===== src/hdl/fkr_pkg.sv =====
// shared types and codes for the keyed-removal queue
package fkr_pkg;

	localparam logic [1:0] CMD_PUSH   = 2'd0;
	localparam logic [1:0] CMD_POP    = 2'd1;
	localparam logic [1:0] CMD_REMOVE = 2'd2;

	localparam logic [1:0] RC_OK        = 2'd0;
	localparam logic [1:0] RC_EMPTY     = 2'd1;
	localparam logic [1:0] RC_FULL      = 2'd2;
	localparam logic [1:0] RC_NOT_FOUND = 2'd3;

	typedef struct packed {
		logic push;
		logic pop;
		logic search;
	} cell_ctrl_t;

endpackage


===== src/hdl/fifo_with_keyed_removal.sv =====
// keyed-removal queue top: row of slot cells, count and registered result
//
//  channel  | valid     | stall     | payload
//  ---------+-----------+-----------+----------------------------------------------
//  input    | in_valid  | in_stall  | cmd, id
//  output   | out_valid | out_stall | result_code, removed_id, entry_total, is_empty
//
// one transaction per cycle while in_stall is low; its result is registered and shows the cycle after
// the ripple of the first-match chain through the row of cells sets the clock period
// reset clears the entry count and the output valid; slot contents are not cleared
// in_stall is high while a result waits and out_stall holds it
module fifo_with_keyed_removal #(
	parameter int QUEUE_DEPTH = 16,
	parameter int ID_BITS     = 16
) (
	input  logic        clk,
	input  logic        arst_n,
	input  logic        in_valid,
	output logic        in_stall,
	input  logic [1:0]  cmd,
	input  logic [15:0] id,
	output logic        out_valid,
	input  logic        out_stall,
	output logic [1:0]  result_code,
	output logic [15:0] removed_id,
	output logic [4:0]  entry_total,
	output logic        is_empty
);

	localparam int              CW      = $clog2(QUEUE_DEPTH + 1);
	localparam logic [CW-1:0]   DEPTH_C = CW'(QUEUE_DEPTH);

	logic                     acc;
	logic                     full;
	logic                     empty;
	logic [31:0]              id_ext;
	logic [ID_BITS-1:0]       key;
	fkr_pkg::cell_ctrl_t      ctrl;
	logic [CW-1:0]            count_q;
	logic [CW-1:0]            count_n;
	logic [1:0]               code;
	logic [31:0]              taken_ext;
	logic [31:0]              count_ext;

	logic [ID_BITS-1:0]       cell_data   [QUEUE_DEPTH];
	logic [ID_BITS-1:0]       taken_chain [QUEUE_DEPTH+1];
	logic                     found_chain [QUEUE_DEPTH+1];
	logic [QUEUE_DEPTH-1:0]   take_vec;

	logic                     out_valid_q;
	logic [1:0]               result_code_q;
	logic [15:0]              removed_id_q;
	logic [4:0]               entry_total_q;
	logic                     is_empty_q;

	assign in_stall = out_valid_q && out_stall;
	assign acc      = in_valid && !in_stall;
	assign full     = count_q == DEPTH_C;
	assign empty    = count_q == '0;
	assign id_ext   = {16'b0, id};
	assign key      = id_ext[ID_BITS-1:0];

	always_comb begin
		ctrl.push   = acc && cmd == fkr_pkg::CMD_PUSH && !full;
		ctrl.pop    = acc && cmd == fkr_pkg::CMD_POP;
		ctrl.search = acc && cmd == fkr_pkg::CMD_REMOVE;
	end

	assign found_chain[0] = 1'b0;
	assign taken_chain[0] = '0;

	for (genvar k = 0; k < QUEUE_DEPTH; k++) begin : g_cell
		logic [ID_BITS-1:0] nbr;
		if (k == QUEUE_DEPTH - 1) begin : g_last
			assign nbr = '0;
		end else begin : g_mid
			assign nbr = cell_data[k+1];
		end

		fkr_cell #(
			.ID_BITS (ID_BITS),
			.CW      (CW),
			.IDX     (k)
		) u_cell (
			.clk       (clk),
			.ctrl      (ctrl),
			.key       (key),
			.count     (count_q),
			.nbr_data  (nbr),
			.found_in  (found_chain[k]),
			.taken_in  (taken_chain[k]),
			.data      (cell_data[k]),
			.found_out (found_chain[k+1]),
			.taken_out (taken_chain[k+1]),
			.take      (take_vec[k])
		);
	end

	always_comb begin
		count_n = count_q;
		code    = fkr_pkg::RC_OK;
		case (cmd)
			fkr_pkg::CMD_PUSH: begin
				if (full) begin
					code = fkr_pkg::RC_FULL;
				end else begin
					count_n = count_q + CW'(1);
				end
			end
			fkr_pkg::CMD_POP: begin
				if (empty) begin
					code = fkr_pkg::RC_EMPTY;
				end else begin
					count_n = count_q - CW'(1);
				end
			end
			fkr_pkg::CMD_REMOVE: begin
				if (found_chain[QUEUE_DEPTH]) begin
					count_n = count_q - CW'(1);
				end else begin
					code = fkr_pkg::RC_NOT_FOUND;
				end
			end
			default: begin
			end
		endcase
	end

	assign taken_ext = 32'(taken_chain[QUEUE_DEPTH]);
	assign count_ext = 32'(count_n);

	always_ff @(posedge clk or negedge arst_n) begin
		if (!arst_n) begin
			out_valid_q <= 1'b0;
			count_q     <= '0;
		end else begin
			if (acc) begin
				out_valid_q <= 1'b1;
				count_q     <= count_n;
			end else if (!out_stall) begin
				out_valid_q <= 1'b0;
			end
		end
	end

	always_ff @(posedge clk) begin
		if (acc) begin
			result_code_q <= code;
			removed_id_q  <= taken_ext[15:0];
			entry_total_q <= count_ext[4:0];
			is_empty_q    <= count_n == '0;
		end
	end

	assign out_valid   = out_valid_q;
	assign result_code = result_code_q;
	assign removed_id  = removed_id_q;
	assign entry_total = entry_total_q;
	assign is_empty    = is_empty_q;

	a_count_bound: assert property (@(posedge clk) disable iff (!arst_n)
		count_q <= DEPTH_C)
		else $error("entry count above depth");

	a_single_take: assert property (@(posedge clk) disable iff (!arst_n)
		$onehot0(take_vec))
		else $error("more than one cell taken");

	a_full_push: assert property (@(posedge clk) disable iff (!arst_n)
		acc && cmd == fkr_pkg::CMD_PUSH && full |=> $stable(count_q))
		else $error("push on full queue changed count");

	a_empty_flag: assert property (@(posedge clk) disable iff (!arst_n)
		acc |=> out_valid_q && (is_empty_q == (count_q == '0)))
		else $error("empty flag disagrees with count");

	a_take_count: assert property (@(posedge clk) disable iff (!arst_n)
		acc && found_chain[QUEUE_DEPTH] |=> count_q == $past(count_q) - CW'(1))
		else $error("removal did not drop count");

endmodule


===== src/hdl/fkr_cell.sv =====
// one queue slot: match, first-hit chain, shift toward head, tail load
module fkr_cell #(
	parameter int ID_BITS = 16,
	parameter int CW      = 5,
	parameter int IDX     = 0
) (
	input  logic                clk,
	input  fkr_pkg::cell_ctrl_t ctrl,
	input  logic [ID_BITS-1:0]  key,
	input  logic [CW-1:0]       count,
	input  logic [ID_BITS-1:0]  nbr_data,
	input  logic                found_in,
	input  logic [ID_BITS-1:0]  taken_in,
	output logic [ID_BITS-1:0]  data,
	output logic                found_out,
	output logic [ID_BITS-1:0]  taken_out,
	output logic                take
);

	localparam logic [CW-1:0] IDX_C = CW'(IDX);

	logic [ID_BITS-1:0] data_q;
	logic               occupied;
	logic               head_pop;

	always_comb begin
		occupied  = IDX_C < count;
		head_pop  = (IDX == 0) && ctrl.pop;
		take      = !found_in && occupied && (head_pop || (ctrl.search && data_q == key));
		found_out = found_in | take;
		taken_out = taken_in | (take ? data_q : '0);
	end

	always_ff @(posedge clk) begin
		if (found_out) begin
			data_q <= nbr_data;
		end else if (ctrl.push && count == IDX_C) begin
			data_q <= key;
		end
	end

	assign data = data_q;

endmodule

===== config.mk =====
export PLATFORM = sky130hd
export DESIGN_NAME = fifo_with_keyed_removal
export DESIGN_NICKNAME = d
export VERILOG_FILES = /design/src/hdl/fkr_pkg.sv /design/src/hdl/fifo_with_keyed_removal.sv /design/src/hdl/fkr_cell.sv
export SDC_FILE = /design/constraint.sdc
export NUM_CORES = 1
export LEC_CHECK = 0
export ABC_CLOCK_PERIOD_IN_PS = 5500
export BUFFER_PORTS_ARGS = -buffer_cell sky130_fd_sc_hd__buf_2
export CAP_MARGIN = 20
export CORE_MARGIN = 4
export CORE_UTILIZATION = 37
export CTS_BUF_LIST = sky130_fd_sc_hd__clkbuf_8
export CTS_CLUSTER_DIAMETER = 60
export CTS_CLUSTER_SIZE = 20
export DETAILED_ROUTE_END_ITERATION = 10
export GPL_ROUTABILITY_DRIVEN = 0
export MAX_ROUTING_LAYER = met4
export PLACE_DENSITY = 0.56
export RECOVER_POWER = 50
export SYNTH_ARGS = -nofsm -noshare
export SYNTH_HDL_FRONTEND = slang
export SYNTH_SLANG_ARGS = --single-unit
export TNS_END_PERCENT = 1

===== constraint.sdc =====
create_clock -name clk -period 5.5 [get_ports clk]
set_input_delay 1.375 -clock clk [delete_from_list [all_inputs] [get_ports clk]]
set_output_delay 1.375 -clock clk [all_outputs]
set_load 0.005 [all_outputs]

== Yosys cells after proc, flatten, opt, wreduce, memory -nomap -nowiden ==
Index checks and enable logic that the tools add are counted.

* Reductions and logical operators: 105
* Equality and inequality tests: 35
* Multiplexer cells: 56
* $lt $le $gt $ge: 16
* Bitwise logic cells: 30
* Add/sub/neg operators: 2

{| class="wikitable"
|+ Operators by type and width
! cell !! number
|-
| two-way mux 16 bit || 46
|-
| equality test 16 bit || 16
|-
| bitwise OR 16 bit || 15
|-
| logical AND 1 bit || 69
|-
| equality test 5 x 4 -> 1 bit, second input constant || 8
|-
| < comparator 4 x 5 -> 1 bit, first input constant || 8
|-
| nonzero test 2 bit || 15
|-
| equality test 5 x 3 -> 1 bit, second input constant || 4
|-
| < comparator 3 x 5 -> 1 bit, first input constant || 4
|-
| logical NOT 1 bit || 17
|-
| two-way mux 5 bit || 3
|-
| bitwise OR 1 bit || 15
|-
| one-hot mux 5 bit (3 select lines) || 1
|-
| equality test 5 x 2 -> 1 bit, second input constant || 2
|-
| logical NOT 5 bit || 2
|-
| < comparator 1 x 5 -> 1 bit, first input constant || 2
|-
| < comparator 2 x 5 -> 1 bit, first input constant || 2
|-
| one-hot mux 2 bit (3 select lines) || 1
|-
| adder 5 x 1 -> 5 bit, second input constant || 1
|-
| equality test 5 x 1 -> 1 bit, second input constant || 1
|-
| equality test 5 bit, second input constant || 1
|-
| subtractor 5 x 1 -> 5 bit, second input constant || 1
|-
| two-way mux 2 bit || 2
|-
| two-way mux 1 bit || 3
|-
| 5 further kinds || 5
|}

* Bits of input ports: 22
* Flip-flop bits (word level): 286
* Output and inout port bits: 26

== Depth between registers and ports, before layout ==
* Word-level depth: 70
* Depth in mapped cells: 15

== Hierarchy ==
A second synthesis with hierarchy kept.

* Cell total of the unflattened synthesis: 1486
* Area, all modules: 19145.9 um^2

{| class="wikitable"
|+ Modules (own cells, without submodules)
! module !! cells each !! seq. area each (um^2) !! times used !! area each (um^2)
|-
| fkr_cell (g_cell[0].u_cell) || 146 || 480.5 || 1 || 1396.3
|-
| fifo_with_keyed_removal || 104 || 870.8 || 1 || 1387.6
|-
| fkr_cell (g_cell[1].u_cell) || 86 || 480.5 || 1 || 1131.1
|-
| fkr_cell (g_cell[4].u_cell) || 87 || 480.5 || 1 || 1119.8
|-
| fkr_cell (g_cell[3].u_cell) || 83 || 480.5 || 1 || 1117.3
|-
| fkr_cell (g_cell[11].u_cell) || 80 || 480.5 || 1 || 1101.1
|-
| fkr_cell (g_cell[10].u_cell) || 85 || 480.5 || 1 || 1092.3
|-
| fkr_cell (g_cell[14].u_cell) || 82 || 480.5 || 1 || 1088.5
|-
| fkr_cell (g_cell[15].u_cell) || 82 || 480.5 || 1 || 1087.3
|-
| fkr_cell (g_cell[5].u_cell) || 79 || 480.5 || 1 || 1086.0
|-
| fkr_cell (g_cell[12].u_cell) || 82 || 480.5 || 1 || 1084.8
|-
| fkr_cell (g_cell[9].u_cell) || 81 || 480.5 || 1 || 1081.0
|-
| fkr_cell (g_cell[8].u_cell) || 84 || 480.5 || 1 || 1079.8
|-
| fkr_cell (g_cell[2].u_cell) || 81 || 480.5 || 1 || 1078.5
|-
| +3 rows || n/a || n/a || n/a || n/a
|}

== Worst setup path after synthesis ==
No wires, ideal clock.

* Path kind: input to register
* Start: in in_valid
* End: reg g_cell[14].u_cell.data_q[0] (enable)
* Path buffers: 3
* Data required time: 5.035 ns
* Setup slack: 0.506 ns
* Data arrival time: 4.529 ns
* Cell stages on the path: 14
* Setup time: 0.465 ns
* Cells stage by stage: a21bo_2 -> inv_2 -> nand2_1 -> buf_2 -> nor3_1 -> a22oi_2 -> nand4_1 -> or2_1 -> nand2b_1 -> buf_2 -> nor3b_4 -> nor3b_4 -> buf_4 -> o21ai_0

* Word-level cells in the longest chain between the ends: 62
* Elaborated cells on any way between the ends: 80

{| class="wikitable"
|+ RTL lines
! what !! RTL line !! RTL
|-
| start, declared || fifo_with_keyed_removal.sv:18 || <nowiki>input logic in_valid,</nowiki>
|-
| logical AND 1 bit * || fifo_with_keyed_removal.sv:57 || <nowiki>assign acc = in_valid && !in_stall;</nowiki>
|-
| named net acc || fifo_with_keyed_removal.sv:33 || <nowiki>logic acc;</nowiki>
|-
| logical AND 1 bit || fifo_with_keyed_removal.sv:66 || <nowiki>ctrl.search = acc && cmd == fkr_pkg::CMD_REMOVE;</nowiki>
|-
| logical AND 1 bit || fkr_cell.sv:29 || <nowiki>take = !found_in && occupied && (head_pop || (ctrl.search && data_q == key));</nowiki>
|-
| logical OR 1 bit || fkr_cell.sv:29 ||
|-
| logical AND 1 bit || fkr_cell.sv:29 ||
|-
| logical NOT 1 bit || fkr_cell.sv:29 ||
|-
| logical AND 1 bit (2 in a row) || fkr_cell.sv:29 ||
|-
| (+44 left out) || n/a ||
|-
| bitwise OR 1 bit || fkr_cell.sv:30 || <nowiki>found_out = found_in | take;</nowiki>
|-
| logical NOT 1 bit || fkr_cell.sv:29 ||
|-
| logical AND 1 bit (2 in a row) || fkr_cell.sv:29 ||
|-
| bitwise OR 1 bit || fkr_cell.sv:30 ||
|-
| logical NOT 1 bit || fkr_cell.sv:29 ||
|-
| logical AND 1 bit (2 in a row) || fkr_cell.sv:29 ||
|-
| bitwise OR 1 bit || fkr_cell.sv:30 ||
|-
| nonzero test 2 bit (no source line) * || n/a ||
|-
| end signal, assigned || fkr_cell.sv:36 || <nowiki>data_q <= nbr_data;</nowiki>
|-
| end signal, assigned || fkr_cell.sv:38 || <nowiki>data_q <= key;</nowiki>
|-
| end, declared || fkr_cell.sv:22 || <nowiki>logic [ID_BITS-1:0] data_q;</nowiki>
|}

The timed path passes the listed nets; every way through them passes the cells marked *.
A chain may end at the register's enable or synchronous reset.

== Worst setup path after layout ==
* Start: in cmd[1]
* End: reg removed_id_q[13] (netlist: removed_id[13]) (data pin)

* Word-level cells in the longest chain between the ends: 66
* Elaborated cells on any way between the ends: 112

{| class="wikitable"
|+ RTL lines
! what !! RTL line !! RTL
|-
| start, declared || fifo_with_keyed_removal.sv:20 || <nowiki>input logic [1:0] cmd,</nowiki>
|-
| equality test 2 bit || fifo_with_keyed_removal.sv:66 ||
|-
| logical AND 1 bit || fifo_with_keyed_removal.sv:66 ||
|-
| logical AND 1 bit || fkr_cell.sv:29 ||
|-
| logical OR 1 bit || fkr_cell.sv:29 ||
|-
| logical AND 1 bit || fkr_cell.sv:29 ||
|-
| logical NOT 1 bit || fkr_cell.sv:29 ||
|-
| logical AND 1 bit (2 in a row) || fkr_cell.sv:29 ||
|-
| bitwise OR 1 bit || fkr_cell.sv:30 ||
|-
| (+48 left out) || n/a ||
|-
| logical NOT 1 bit || fkr_cell.sv:29 ||
|-
| logical AND 1 bit (2 in a row) || fkr_cell.sv:29 ||
|-
| bitwise OR 1 bit || fkr_cell.sv:30 ||
|-
| logical NOT 1 bit || fkr_cell.sv:29 ||
|-
| logical AND 1 bit (2 in a row) || fkr_cell.sv:29 ||
|-
| two-way mux 16 bit || fkr_cell.sv:31 || <nowiki>taken_out = taken_in | (take ? data_q : '0);</nowiki>
|-
| bitwise OR 16 bit * || fkr_cell.sv:31 ||
|-
| named net g_cell[15].u_cell.taken_out[13] || fkr_cell.sv:16 || <nowiki>output logic [ID_BITS-1:0] taken_out,</nowiki>
|-
| end signal, assigned || fifo_with_keyed_removal.sv:149 || <nowiki>removed_id_q <= taken_ext[15:0];</nowiki>
|-
| end, declared || fifo_with_keyed_removal.sv:52 || <nowiki>logic [15:0] removed_id_q;</nowiki>
|}

Marked as above.

==> impl_metrics.csv <==
group,metric,value,unit
outcome,status,"complete, but fails checks",
outcome,violations,"capacitance limit, slew limit",
setup_path,crit_required,5810,ps
final_layout,design_area,0.0194,mm²
sta,fin_crit_sh,0.878,
clock_tree,numCtsBuffers,35,
global_route,grt_max_degree,51,
clock_tree,cts_hold_buf,0,
pwr,vdd_ir_drop_max,0.000130,V
final_layout,final_common_cell,"edfxtp_1",
route,routedWlPerCell,25.0,µm
placed_design,hpwlAfterDp,41700,µm
pwr,power.total,5.11,mW
clock_tree,cts_tree,"built",
final_layout,regArea,0.00840,mm²
final_layout,fin_util,0.407,
setup_path,r2r_end,"removed_id[9]",
final_layout,area_delta_synth_final,8.97,%
clock_tree,clk_path_buf_depth,3,
route,ant_nets,0,
logic_synthesis,postSynthAreaPerCell,11.3,µm²
setup_path,ff2ff_path_depth,9,
logic_synthesis,synth-edff-count,264,
placed_design,postPlaceCellArea,0.0187,mm²
setup_path,cp_common_cell,"buf_4",
floorplanning,core.rowCount,80,
sta,holdWs,498,ps
final_layout,layout-drive-gt1-share,0.240,
sta,tightest_slew,2130,ps
sta,finalHoldViolations,0,
setup_path,r2r_start,"count_q[4]",
sta,setup_viol,0,
sta,fin_setup_tns,0,ps
setup_path,cp.arrival,5140,ps
final_layout,layout_common_cells,"edfxtp_1 (264), mux2_2 (220), xnor2_1 (175), nand2_1 (128), xor2_1 (82)",
route,finalWirelength,55800,µm
clock_tree,clk_pin_slew,100,ps
setup_path,cp_max_fo,19,
final_layout,multi_input_area,0.00868,mm²
setup_path,slowest_stage,"or3_1",
sta,fmax,0.207,GHz
route,vias,12700,
logic_synthesis,dominantRegCellSynth,"edfxtp_1",
setup_path,worstPathBufferInverterCount,4,
placed_design,place_ws,200,ps
floorplanning,die_y,227,µm
clock_tree,cts.repair.resized,0,
setup_path,ff2ff_setup_slack,790,ps
logic_synthesis,seq_area_frac_synth,0.472,
hold_path,hold_depth,2,
floorplanning,die_x,227,µm
clock_tree,cts_sinks,286,
global_route,grt_pass1_vias,12600,
route,vias_per_cell,5.69,
clock_tree,clk-insertion-delay-late,630,ps
route,dr.pass1.iters,5,
logic_synthesis,synth-async-reset-ratio,0.0210,
hold_path,holdCritPathClass,"flip-flop to flip-flop",
final_layout,final.fill_count,4681,
setup_path,max_stage_delay,600,ps
sta,fin_worst_skew,43.1,ps
logic_synthesis,synth_seq_cells,286,
route,drt-initial-drc-count,1159,
route,drcViolationCount,0,
clock_tree,cts_root_buffer,"clkbuf_8",
hold_path,hold_path.startpoint,"g_cell[15].u_cell.data[6]",
global_route,antenna_found_initial,1,
logic_synthesis,synthDistinctLibCells,75,
setup_path,cp_cell_sequence,"clkbuf_1 > buf_4 > nand2b_1 > or3_1 > nor4_1 > a22oi_1 > nand4_1 > or2_0 > buf_4 > nor2_1 > buf_4 > a221oi_1 > o211ai_1",
logic_synthesis,yosys_warnings,0,
floorplanning,start_util,0.374,
sta,worst_slack,673,ps
pwr,leakagePower,6.43,nW
run,max-cap-violations,1,
logic_synthesis,syn_nets,1600,
global_route,grt_usage,0.219,
floorplanning,core,0.0476,mm²
logic_synthesis,netlist_area,0.0178,mm²
setup_path,worstSetupPathType,"primary input to flip-flop",
final_layout,fin_nets,1615,
sta,drv_slew,33,
global_route,gr-total-overflow,0,
clock_tree,h-tree-depth,2,
placed_design,place_inst,2163,
setup_path,crit_family,"simple AND/OR/NAND/NOR gates",
pwr,power_density,264,mW/mm²
placed_design,io_buffers,47,
floorplanning,dieArea,0.0517,mm²
clock_tree,post-cts-setup-buffers,0,
final_layout,layout.cells.non_filler,2231,
global_route,grt_pass1_wl,82600,µm
sta,rsz0062_at_grt,"false",
floorplanning,io_pins,48,
sta,period_minus_slack,4830,ps
setup_path,end_kind,"flip-flop",
hold_path,holdPathEnd,"g_cell[15].u_cell.data[6]",
setup_path,start_kind,"primary input",
logic_synthesis,synthCells,1573,
sta,max_slew_margin,-0.419,
## tightest hold or removal path: stages, from the launching register on
cell and delay (ps):
dfxtp_1 340, nand2_1 60, a21oi_1 50
## sequential cells by signal, indices dropped and copies added (netlist names)
register	count
entry_total	5
g_cell.u_cell.data	256
count_q	5
out_valid	1
result_code	2
removed_id	16
is_empty	1
## report_power, final
group          switching (mW)  internal, mW
clock network           0.956         0.710
logic                   0.502         0.343
registers               0.117          2.49
## layout make-up
class	instances	share of cell area
flip-flops and latches	286	0.433
clock inverters	28	0.0119
clock buffers	36	0.0256
diodes	1	0.000129
multi-input cells	1123	0.447
inverters	24	0.00465
repair buffers	118	0.0376
well taps	615	0.0397
## Yosys cell counts (4+ instances only)
cell | n | area (µm²)
nand2_1 | 128 | 480
nor2b_1 | 4 | 25.0
nor3_1 | 12 | 60.1
o22ai_1 | 4 | 25.0
ha_1 | 5 | 62.6
buf_6 | 4 | 45.0
a221o_1 | 16 | 160
clkbuf_1 | 70 | 263
a221oi_1 | 32 | 280
o31ai_1 | 4 | 30.0
xnor2_1 | 175 | 1530
a21oi_1 | 61 | 305
nand2b_1 | 7 | 43.8
edfxtp_1 | 264 | 7930
buf_2 | 49 | 245
buf_4 | 8 | 60.1
mux2_2 | 220 | 2480
or3_1 | 6 | 37.5
buf_1 | 9 | 33.8
nor2_1 | 51 | 191
nand4_1 | 48 | 300
o211ai_1 | 18 | 135
dfrtp_1 | 6 | 150
and2_1 | 6 | 37.5
xor2_1 | 82 | 718
dfxtp_1 | 16 | 320
nor4_1 | 29 | 181
a22o_1 | 16 | 140
o21ai_0 | 44 | 220
nor3b_1 | 19 | 143
inv_1 | 22 | 82.6
nand3_1 | 32 | 160
a21o_1 | 17 | 128
mux2_1 | 9 | 101
and3_1 | 20 | 125
## logic make-up (layout without fill, tap and decap cells)
group	Yosys count	after routing	share of synthesized area
xor gates and xnor gates	257	257	0.126
muxes	231	231	0.146
buffers and inverters	164	206	0.0414
and+or+nand+nor	387	387	0.115
adders and majority gates	5	5	0.00352
DFF	286	286	0.472
AOI/OAI and AO/OA	243	243	0.0951
other	0	1	0
## metal layers
layer / track usage / vias to the layer above / share of wire
met1: 0.274 / 6308 / 0.41
met3: 0.0392 / 85 / 0.065
met5: - / - / 0
met2: 0.366 / 443 / 0.49
met4: 0.0621 / 0 / 0.028
li1: - / 5857 / -
## how the worst max path moves through the flow
stage                     startpoint                         to  slack [ps]  cells after the start
after global placement        cmd[1]             removed_id[10]         140                     12
after CTS                     cmd[1]             removed_id[10]         870                     12
final                         cmd[1]             removed_id[13]         670                     13
after global routing          cmd[1]             removed_id[14]         500                     13
after detailed placement      cmd[1]             removed_id[10]         200                     12
after floorplan             in_valid  g_cell[14].u_cell.data[0]         510                     14
Power figures use the tool's default switching activity.
